--- src/hdl/bovl_pkg.sv ---
// shared types and constants for the bounded ordered value list
package bovl_pkg;

   localparam int DEPTH   = 16;
   localparam int VALUE_W = 32;
   localparam int CNT_W   = $clog2(DEPTH + 1);
   localparam int TOTAL_W = 5;

   typedef enum logic [1:0] {
      ACT_HEAD   = 2'd0,
      ACT_TAIL   = 2'd1,
      ACT_SEARCH = 2'd2,
      ACT_DELETE = 2'd3
   } action_type;

   typedef enum logic [1:0] {
      STAT_OK        = 2'd0,
      STAT_NOT_FOUND = 2'd1,
      STAT_FULL      = 2'd2,
      STAT_EMPTY     = 2'd3
   } status_type;

   typedef enum logic {
      S_IDLE  = 1'b0,
      S_APPLY = 1'b1
   } state_type;

   typedef logic signed [VALUE_W-1:0] value_type;

   // broadcast from the controller to every cell
   typedef struct packed {
      logic       cmp_en;
      logic       apply;
      action_type action;
   } cell_ctl_type;

endpackage

--- src/hdl/bovl_cell.sv ---
// one list position: holds an entry, compares it and shifts it to or from its neighbours
module bovl_cell (
   input  logic                   clock,
   input  bovl_pkg::cell_ctl_type ctl,
   input  bovl_pkg::value_type    key,
   input  logic                   occupied,
   input  logic                   tail_here,
   input  bovl_pkg::value_type    left_value,
   input  bovl_pkg::value_type    right_value,
   input  logic                   seen_in,
   output bovl_pkg::value_type    value,
   output logic                   seen_out
);
   import bovl_pkg::*;

   value_type value_ff, value_in;
   logic      hit_ff, hit_in;
   logic      take_right;

   // on delete a match here or in a lower cell makes this cell take the entry to its right
   assign take_right = seen_in | hit_ff;
   assign seen_out   = take_right;
   assign value      = value_ff;

   always_comb begin
      hit_in = hit_ff;
      if (ctl.cmp_en) begin
         hit_in = occupied && (value_ff == key);
      end
   end

   always_comb begin
      value_in = value_ff;
      if (ctl.apply) begin
         unique case (ctl.action)
            ACT_HEAD: begin
               value_in = left_value;
            end
            ACT_TAIL: begin
               if (tail_here) begin
                  value_in = key;
               end
            end
            ACT_DELETE: begin
               if (take_right) begin
                  value_in = right_value;
               end
            end
            default: begin
               value_in = value_ff;
            end
         endcase
      end
   end

   always_ff @(posedge clock) begin
      value_ff <= value_in;
      hit_ff   <= hit_in;
   end

endmodule

--- src/hdl/bovl_ctrl.sv ---
// sequencer, entry count and result register of the list
module bovl_ctrl (
   input  logic                            clock,
   input  logic                            reset,
   input  logic                            req_valid,
   output logic                            req_ready,
   input  logic [1:0]                      req_action,
   output logic                            rsp_valid,
   input  logic                            rsp_ready,
   output logic                            rsp_found,
   output logic [1:0]                      rsp_status,
   output logic [4:0]                      rsp_entry_total,
   input  logic                            any_hit,
   output logic [bovl_pkg::CNT_W-1:0]      count,
   output logic                            key_from_req,
   output bovl_pkg::cell_ctl_type          ctl
);
   import bovl_pkg::*;

   state_type  state_ff, state_in;
   action_type action_ff, action_in;
   logic [CNT_W-1:0] count_ff, count_in;
   logic       rsp_valid_ff, rsp_valid_in;
   logic       found_ff, found_in;
   status_type status_ff, status_in;
   logic       out_free, step, full, is_insert, apply;

   assign out_free  = !rsp_valid_ff || rsp_ready;
   assign full      = (count_ff == CNT_W'(DEPTH));
   assign is_insert = (action_ff == ACT_HEAD) || (action_ff == ACT_TAIL);

   // next state
   always_comb begin
      state_in = state_ff;
      unique case (state_ff)
         S_IDLE: begin
            if (req_valid) begin
               state_in = S_APPLY;
            end
         end
         S_APPLY: begin
            if (out_free) begin
               state_in = S_IDLE;
            end
         end
         default: begin
            state_in = S_IDLE;
         end
      endcase
   end

   // outputs of the sequencer
   always_comb begin
      req_ready    = 1'b0;
      key_from_req = 1'b0;
      step         = 1'b0;
      unique case (state_ff)
         S_IDLE: begin
            req_ready    = 1'b1;
            key_from_req = 1'b1;
         end
         S_APPLY: begin
            step = out_free;
         end
         default: begin
            req_ready = 1'b0;
         end
      endcase
   end

   always_comb begin
      action_in = action_ff;
      if (req_valid && req_ready) begin
         action_in = action_type'(req_action);
      end
   end

   always_comb begin
      count_in  = count_ff;
      found_in  = found_ff;
      status_in = status_ff;
      apply     = 1'b0;
      if (step) begin
         found_in  = 1'b0;
         status_in = STAT_OK;
         unique case (action_ff)
            ACT_HEAD, ACT_TAIL: begin
               if (full) begin
                  status_in = STAT_FULL;
               end else begin
                  count_in = count_ff + 1'b1;
                  apply    = 1'b1;
               end
            end
            ACT_SEARCH: begin
               found_in = any_hit;
               if (!any_hit) begin
                  status_in = STAT_NOT_FOUND;
               end
            end
            ACT_DELETE: begin
               if (count_ff == '0) begin
                  status_in = STAT_EMPTY;
               end else if (any_hit) begin
                  count_in = count_ff - 1'b1;
                  found_in = 1'b1;
                  apply    = 1'b1;
               end else begin
                  status_in = STAT_NOT_FOUND;
               end
            end
            default: begin
               status_in = STAT_OK;
            end
         endcase
      end
   end

   always_comb begin
      rsp_valid_in = rsp_valid_ff;
      if (step) begin
         rsp_valid_in = 1'b1;
      end else if (rsp_ready) begin
         rsp_valid_in = 1'b0;
      end
   end

   always_ff @(posedge clock) begin
      if (reset) begin
         state_ff     <= S_IDLE;
         count_ff     <= '0;
         rsp_valid_ff <= 1'b0;
      end else begin
         state_ff     <= state_in;
         count_ff     <= count_in;
         rsp_valid_ff <= rsp_valid_in;
      end
   end

   always_ff @(posedge clock) begin
      action_ff <= action_in;
      found_ff  <= found_in;
      status_ff <= status_in;
   end

   assign ctl.cmp_en = req_valid && req_ready;
   assign ctl.apply  = apply;
   assign ctl.action = action_ff;

   assign count           = count_ff;
   assign rsp_valid       = rsp_valid_ff;
   assign rsp_found       = found_ff;
   assign rsp_status      = status_ff;
   assign rsp_entry_total = TOTAL_W'(count_ff);

   a_count_bound: assert property (@(posedge clock) disable iff (reset)
      count_ff <= CNT_W'(DEPTH))
      else $error("entry count above depth");

   a_insert_grows: assert property (@(posedge clock) disable iff (reset)
      (step && is_insert && !full) |=> (count_ff == CNT_W'($past(count_ff) + 1'b1)))
      else $error("insert did not grow the list");

   a_full_not_found: assert property (@(posedge clock) disable iff (reset)
      (rsp_valid_ff && (status_ff == STAT_FULL || status_ff == STAT_EMPTY)) |-> !found_ff)
      else $error("full or empty result flagged as found");

   a_hold_result: assert property (@(posedge clock) disable iff (reset)
      (state_ff == S_APPLY && rsp_valid_ff && !rsp_ready) |=> (state_ff == S_APPLY))
      else $error("item applied while result still held");

endmodule

--- src/hdl/bounded_ordered_value_list_core.sv ---
// top level: row of list cells under one sequencer
//
//  channel | ports                                   | direction
//  req     | req_valid req_ready req_action req_value | in
//  rsp     | rsp_valid rsp_ready rsp_found rsp_status | out
//          | rsp_entry_total                          |
//
// an item is handled as a compare, in which every cell compares its entry with the
// value, then an update, in which the cells shift or load and the result register is written
// the update waits while an earlier result is still held on rsp
// reset clears the sequencer, the entry count and rsp_valid; entries are not cleared
// req_ready is high whenever the sequencer is idle, also while a result is held
module bounded_ordered_value_list_core (
   input  logic               clock,
   input  logic               reset,
   input  logic               req_valid,
   output logic               req_ready,
   input  logic [1:0]         req_action,
   input  logic signed [31:0] req_value,
   output logic               rsp_valid,
   input  logic               rsp_ready,
   output logic               rsp_found,
   output logic [1:0]         rsp_status,
   output logic [4:0]         rsp_entry_total
);
   import bovl_pkg::*;

   cell_ctl_type     ctl;
   logic [CNT_W-1:0] count;
   logic             key_from_req;
   value_type        key_ff, key_in, key;
   value_type        cell_value [DEPTH];
   logic [DEPTH:0]   seen;

   always_comb begin
      key_in = key_ff;
      if (req_valid && req_ready) begin
         key_in = req_value;
      end
   end

   always_ff @(posedge clock) begin
      key_ff <= key_in;
   end

   // compare uses the incoming value, the update the one held
   assign key     = key_from_req ? req_value : key_ff;
   assign seen[0] = 1'b0;

   bovl_ctrl u_ctrl (
      .clock           (clock),
      .reset           (reset),
      .req_valid       (req_valid),
      .req_ready       (req_ready),
      .req_action      (req_action),
      .rsp_valid       (rsp_valid),
      .rsp_ready       (rsp_ready),
      .rsp_found       (rsp_found),
      .rsp_status      (rsp_status),
      .rsp_entry_total (rsp_entry_total),
      .any_hit         (seen[DEPTH]),
      .count           (count),
      .key_from_req    (key_from_req),
      .ctl             (ctl)
   );

   for (genvar i = 0; i < DEPTH; i++) begin : g_cell
      value_type left_value, right_value;

      if (i == 0) begin : g_head
         assign left_value = key_ff;
      end else begin : g_mid
         assign left_value = cell_value[i-1];
      end

      if (i == DEPTH - 1) begin : g_last
         assign right_value = cell_value[i];
      end else begin : g_inner
         assign right_value = cell_value[i+1];
      end

      bovl_cell u_cell (
         .clock       (clock),
         .ctl         (ctl),
         .key         (key),
         .occupied    (count > CNT_W'(i)),
         .tail_here   (count == CNT_W'(i)),
         .left_value  (left_value),
         .right_value (right_value),
         .seen_in     (seen[i]),
         .value       (cell_value[i]),
         .seen_out    (seen[i+1])
      );
   end

endmodule
--- config.mk ---
export PLATFORM = sky130hd
export DESIGN_NAME = bounded_ordered_value_list_core
export DESIGN_NICKNAME = d
export VERILOG_FILES = /design/src/hdl/bovl_pkg.sv /design/src/hdl/bovl_cell.sv /design/src/hdl/bovl_ctrl.sv /design/src/hdl/bounded_ordered_value_list_core.sv
export SDC_FILE = /design/constraint.sdc
export NUM_CORES = 2
export LEC_CHECK = 0
export BUFFER_PORTS_ARGS = -buffer_cell sky130_fd_sc_hd__buf_4
export CORE_MARGIN = 2
export CORE_UTILIZATION = 25
export DETAILED_ROUTE_END_ITERATION = 16
export GPL_ROUTABILITY_DRIVEN = 0
export SLEW_MARGIN = 20
export SYNTH_ARGS = -nofsm -noshare
export SYNTH_HDL_FRONTEND = slang
export SYNTH_SLANG_ARGS = --single-unit
export TNS_END_PERCENT = 30
--- constraint.sdc ---
create_clock -name clock -period 5.95 [get_ports clock]
set_input_delay 1.4875 -clock clock [delete_from_list [all_inputs] [get_ports clock]]
set_output_delay 1.4875 -clock clock [all_outputs]
set_load 0.05 [all_outputs]
# --- After elaboration in Yosys (flattened, before gate mapping) ---
# Cells that the tools add are included.
totals:
  regBits: 572
  in_bits: 38
  output_inout_bits: 10
  word_cells: 254
classes:
  addsub: 2
  order_cmp: 16
  eq_ne: 69
  n_mux: 69
  bitwise: 16
  n_reduce_logical: 43
ops:
  columns: ["cell", "n"]
  rows:
  - ["case mux 32 bit (3 select lines)", 15]
  - ["two-way mux 32 bit", 32]
  - ["== test 32 bit", 16]
  - ["case mux 32 bit (2 select lines)", 1]
  - ["inequality test 2 x 1 -> 1 bit, second input constant", 31]
  - ["AND reduction 4 bit", 15]
  - ["== test 5 x 4 -> 1 bit, second input constant", 8]
  - ["greater-than comparator 5 x 4 -> 1 bit, second input constant", 8]
  - ["== test 5 x 3 -> 1 bit, second input constant", 4]
  - ["greater-than comparator 5 x 3 -> 1 bit, second input constant", 4]
  - ["logical AND 1 bit", 17]
  - ["two-way mux 5 bit", 3]
  - ["OR 1 bit", 15]
  - ["two-way mux 1 bit", 11]
  - ["== test 5 x 2 -> 1 bit, second input constant", 2]
  - ["greater-than comparator 5 x 1 -> 1 bit, second input constant", 2]
  - ["greater-than comparator 5 x 2 -> 1 bit, second input constant", 2]
  - ["case mux 5 bit (2 select lines)", 1]
  - ["inequality test 2 bit, second input constant", 3]
  - ["case mux 1 bit (2 select lines)", 3]
  - ["case mux 2 bit (3 select lines)", 1]
  - ["nonzero test 2 bit", 3]
  - ["adder 5 x 1 -> 5 bit, second input constant", 1]
  - ["== test 5 x 1 -> 1 bit, second input constant", 1]
  - ["other kinds (14)", 16]

# --- Longest topological paths before layout ---
logic_depth:
  depth_word: 20
  ltp_mapped: 10
  ltp_nobuf: 7

# --- By module ---
# A second synthesis with hierarchy kept.
hier_totals:
  cells_unflattened: 3225
  area_unflattened_um2: 34932.3
modules_own_cells:
  columns: ["module", "instances", "cells_per_inst", "area_per_inst_um2", "seq_area_each_um2"]
  rows:
  - ["bovl_cell", 16, 189, 2030.7, 991.0]
  - ["bounded_ordered_value_list_core", 1, 126, 1726.7, 960.9]
  - ["bovl_ctrl", 1, 75, 714.4, 290.3]

# --- Worst setup path before layout ---
# Ideal clock, no wire load.
synth_path:
  kind: "input port to flip-flop"
  start: "input rsp_ready"
  end: "register g_cell[14].u_cell.value_ff[0], enable pin"
  setup_time_ns: 0.470
  arrival_ns: 5.064
  required_ns: 5.480
  setup_slack_ns: 0.416
  stages: 8
  path_buffers: 3
  path_cell_list: "nand2b_1 -> nand2_1 -> or3_1 -> clkbuf_1 -> and2_1 -> buf_2 -> buf_2 -> a211oi_1"
synth_via:
  elab_chain_len: 4
synth_lines:
  columns: ["item", "line", "rtl"]
  rows:
  - ["start, declared", "bounded_ordered_value_list_core.sv:21", "input logic rsp_ready,"]
  - ["logical OR 1 bit", "bovl_ctrl.sv:28", "assign out_free = !rsp_valid_ff || rsp_ready;"]
  - ["two-way mux 1 bit", "bovl_ctrl.sv:57", "unique case (state_ff)"]
  - ["two-way mux 1 bit", "bovl_ctrl.sv:83", "if (step) begin"]
  - ["AND reduction 4 bit (no source line)", null, null]
  - ["end signal, assigned", "bovl_cell.sv:57", "value_ff <= value_in;"]
  - ["end, declared", "bovl_cell.sv:16", "value_type value_ff, value_in;"]
# No other way between the ends.
# A chain may end at the register's enable or synchronous reset.

# --- Worst setup path in the final report ---
layout_path:
  start: "register u_ctrl.state_ff"
  end: "register g_cell[7].u_cell.hit_ff (data pin)"
layout_via:
  elab_chain_len: 3
layout_lines:
  columns: ["item", "line", "rtl"]
  rows:
  - ["start, declared", "bovl_ctrl.sv:20", "state_type state_ff, state_in;"]
  - ["start signal, assigned", "bovl_ctrl.sv:134", "state_ff <= state_in;"]
  - ["two-way mux 32 bit", "bounded_ordered_value_list_core.sv:47", "assign key = key_from_req ? req_value : key_ff;"]
  - ["== test 32 bit", "bovl_cell.sv:28", "hit_in = occupied && (value_ff == key);"]
  - ["logical AND 1 bit", "bovl_cell.sv:28", null]
  - ["end signal, assigned", "bovl_cell.sv:58", "hit_ff <= hit_in;"]
  - ["end, declared", "bovl_cell.sv:17", "logic hit_ff, hit_in;"]
# No other way between the ends.

==> run metrics <==
Detailed Route WL=around 120000 um; leakage power=14.0 nW; xor-xnor portion of the synthesized cell area=13.0%; clk slew on worst S/H paths=roughly 60 ps; Pins Over Slew Limit=0; Design Area, Final=38800 um^2; Synth Area in Adders=less than 1%; Final nets=3686; synth top area cells=edfxtp_1 49%, xnor2_1 13%, o21ai_0 7.5%; Crit Path Category=flop to flop; most common cell in the netlist=edfxtp_1; CTS resizes=0; Die ar.=141000 um^2; Tcrit/Tclk final=63.9%; drt first-iter violations=3709; fraction of post-synthesis cell area in the top cell type by area=49.2%; cell row count=136; Seq cells post-synth=572; post-layout minimum cycle time=3800 ps; Worst Hold End=u_ctrl.rsp_valid; Hold Path Class=flop to flop; FILL cells=14461; Synth Cell Area=about 34000 um^2; DRC Markers=0; status=finished clean; hpwl dp=85900 um; CP startpoint kind=flop; Synth-to-Final Area Change=12.6%; R2R depth=7; Synth Area in Compound Gates=about 8.3%; routed len/inst=21.5 um; sequential share of the synthesized area=~50%; Hold Crit Start=u_ctrl.rsp_valid; total track usage=16.1%; CP max FO=22; Psw=approximately 0.0032 W; vias in the first global route=26791; hold buffers post-CTS=0; mux cell area share after synthesis=about 2.2%; io pins=48; first-pass GRT wire length=around 170000 um; area leader, netlist=edfxtp_1; clock sink count=around 570; Starting Density=around a quarter; Core Region=137000 um^2; syn nets=3748; Cell Pwr Density=278 nW/um^2; DR pass1 iterations=8; IO Port Bufs=between 40 and 50; Fmax=263 MHz; Skew-Pair Late Insertion Delay=670 ps; CTS tree=done; Post-DP Area=36700 um^2; clk buf depth=3; Switching Fraction=29.9%; TritonCTS Buffers=61; final hold violations=0; Syn. warnings=0; grt ovf=0; via total after detailed routing=27666; Die X=~380 um; post-synthesis cell count=3705; FF+latch area=roughly 17000 um^2; main combinational cell family by area after synthesis=simple AND/OR/NAND/NOR gates; Peak VDD IR=0.000232 V; final setup TNS=0 ps; Final setup viols=0; Synth Area per Inst=9.31 um^2; Flop pwr share=44.7%; Gate power share=18.6%; post-synthesis simple-gate area fraction=17.8%; r2r setup slk=2150 ps; max_cap viols=0; initial antenna violation count=2; Int Pwr=0.00757 W; Crit Reg-Reg Startpoint=u_ctrl.state_ff; required time worst endpoint=6320 ps; pin count of the biggest net entering global routing=238; RSZ-0062 raised after global routing=false; Vias per Instance=5.04; worst-margin pin slew=1110 ps; Hold Path Stages=2; Post-DRT Antenna Nets=0; CTS H-Tree Depth=2; relative slew slack=25.6%; CP endpoint kind=flop; layout cells sized above 1=7.09%; area of the multi-input gates=14500 um^2; setup repair bufs after CTS=0; CP Data Arrival Time=4170 ps; Die H=375 um; Post-synth top cells=565 x edfxtp_1, 520 x o21ai_0, 506 x xnor2_1, 498 x nand3_1, 486 x inv_1; Yosys cell types=between 40 and 50; asr flop ratio synth=0%; Worst R2R End=g_cell[7].u_cell.hit_ff; top_reg_cell synth=edfxtp_1; clock share of power=about 37%; Post-synth EDFFs=565; Root Buffer=clkbuf_16; Worst Skew=23.9 ps
[logic make-up after synthesis]
kind of cell    after synthesis
compound gates              563
fa+ha+maj                     5
simple gates               1277
xor+xnor                    513
mux                          36
buf+inv                     739
flops                       572
[critical path: stages, from the launching register on]
cell and delay, ps:
dfxtp_4 800, buf_4 440, mux2i_4 800, buf_4 270, xnor2_1 160, nor4_1 340
nand4_1 130, nor4_1 540
[flip-flops by register name (all words and copies together) (netlist names)]
register,flops
g_cell.u_cell.value,512
g_cell.left_value,32
g_cell.u_cell.hit_ff,16
u_ctrl.count,5
u_ctrl.action_ff,2
u_ctrl.rsp_status,2
u_ctrl.rsp_found,1
u_ctrl.rsp_valid,1
u_ctrl.state_ff,1
[cell usage in the layout, fill, tap and decap left out, drive strengths merged, types with 2 or more instances in the layout]
master,n
o31ai,3
a211oi,4
nand3,498
mux2i,34
clkinv,31
nor3,26
a21o,2
a21oi,21
or4,4
nor4,107
buf,128
dfxtp,7
nand2b,98
ha,5
o21ai,521
nor3b,2
nand4,41
mux2,2
edfxtp,565
a31oi,7
nor2,17
nand3b,3
xnor2,506
clkbuf,74
diode,2
inv,487
nand2,464
bufinv,7
nor2b,4
and3,4
xor2,7
or3,4
[how the worst max path moves through the flow]
stage                               start                    endpoint  slack (ps)  cells after the start
after floorplan                 rsp_ready  g_cell[14].u_cell.value[0]         420                      8
after global placement          rsp_ready  g_cell[4].u_cell.value[12]        1780                      7
after detailed placement        rsp_ready  g_cell[5].u_cell.value[10]        1720                      7
after CTS                 u_ctrl.count[1]  g_cell[4].u_cell.value[20]        2000                      8
after global routing      u_ctrl.state_ff     g_cell[7].u_cell.hit_ff        1940                      7
final                     u_ctrl.state_ff     g_cell[7].u_cell.hit_ff        2150                      7
[layer usage]
metal	track usage (%)	routed length [um]	vias to the layer above
met5	0	11	-
met4	4.93	3660	2
met3	2.91	11100	226
met2	26.6	55500	1468
met1	21.4	47700	13567
li1	-	-	12403
[area by class of cell]
class	instances	share of cell area [%]
Timing Repair Buffer	128	2.94
Clock inverter	40	0.906
Tap cell	1794	5.78
Multi-Input combinational cell	2394	37.4
Antenna cell	2	0.0129
Inverter	486	4.70
Sequential cell	572	44.1
Clock buffer	74	4.17
[metrics by stage]
step / std cells / hold WS [ps] / utilization, % / setup WS, ps / total power, W
after global routing: 5488 / 623 / 28.3 / 1940 / 0.0111
after global placement: 5367 / 579 / 26.7 / 1780 / 0.00683
after detailed placement: 5368 / 574 / 26.7 / 1720 / 0.00685
after CTS: 5482 / 584 / 28.2 / 2000 / 0.0108
final: 5490 / 565 / 28.3 / 2150 / 0.0108
after floorplan: 3705 / 557 / - / 416 / 0.00618
[power by group through the flow]
stage / clock (W) / sequential, W / combinational, W
floorplan: 0 / 0.00488 / 0.00129
global placement: 0 / 0.00491 / 0.00192
detailed placement: 0 / 0.00491 / 0.00194
CTS: 0.00398 / 0.00483 / 0.00195
global route: 0.00410 / 0.00485 / 0.00213
finish: 0.00396 / 0.00483 / 0.00200
Power figures use the tool's default switching activity.
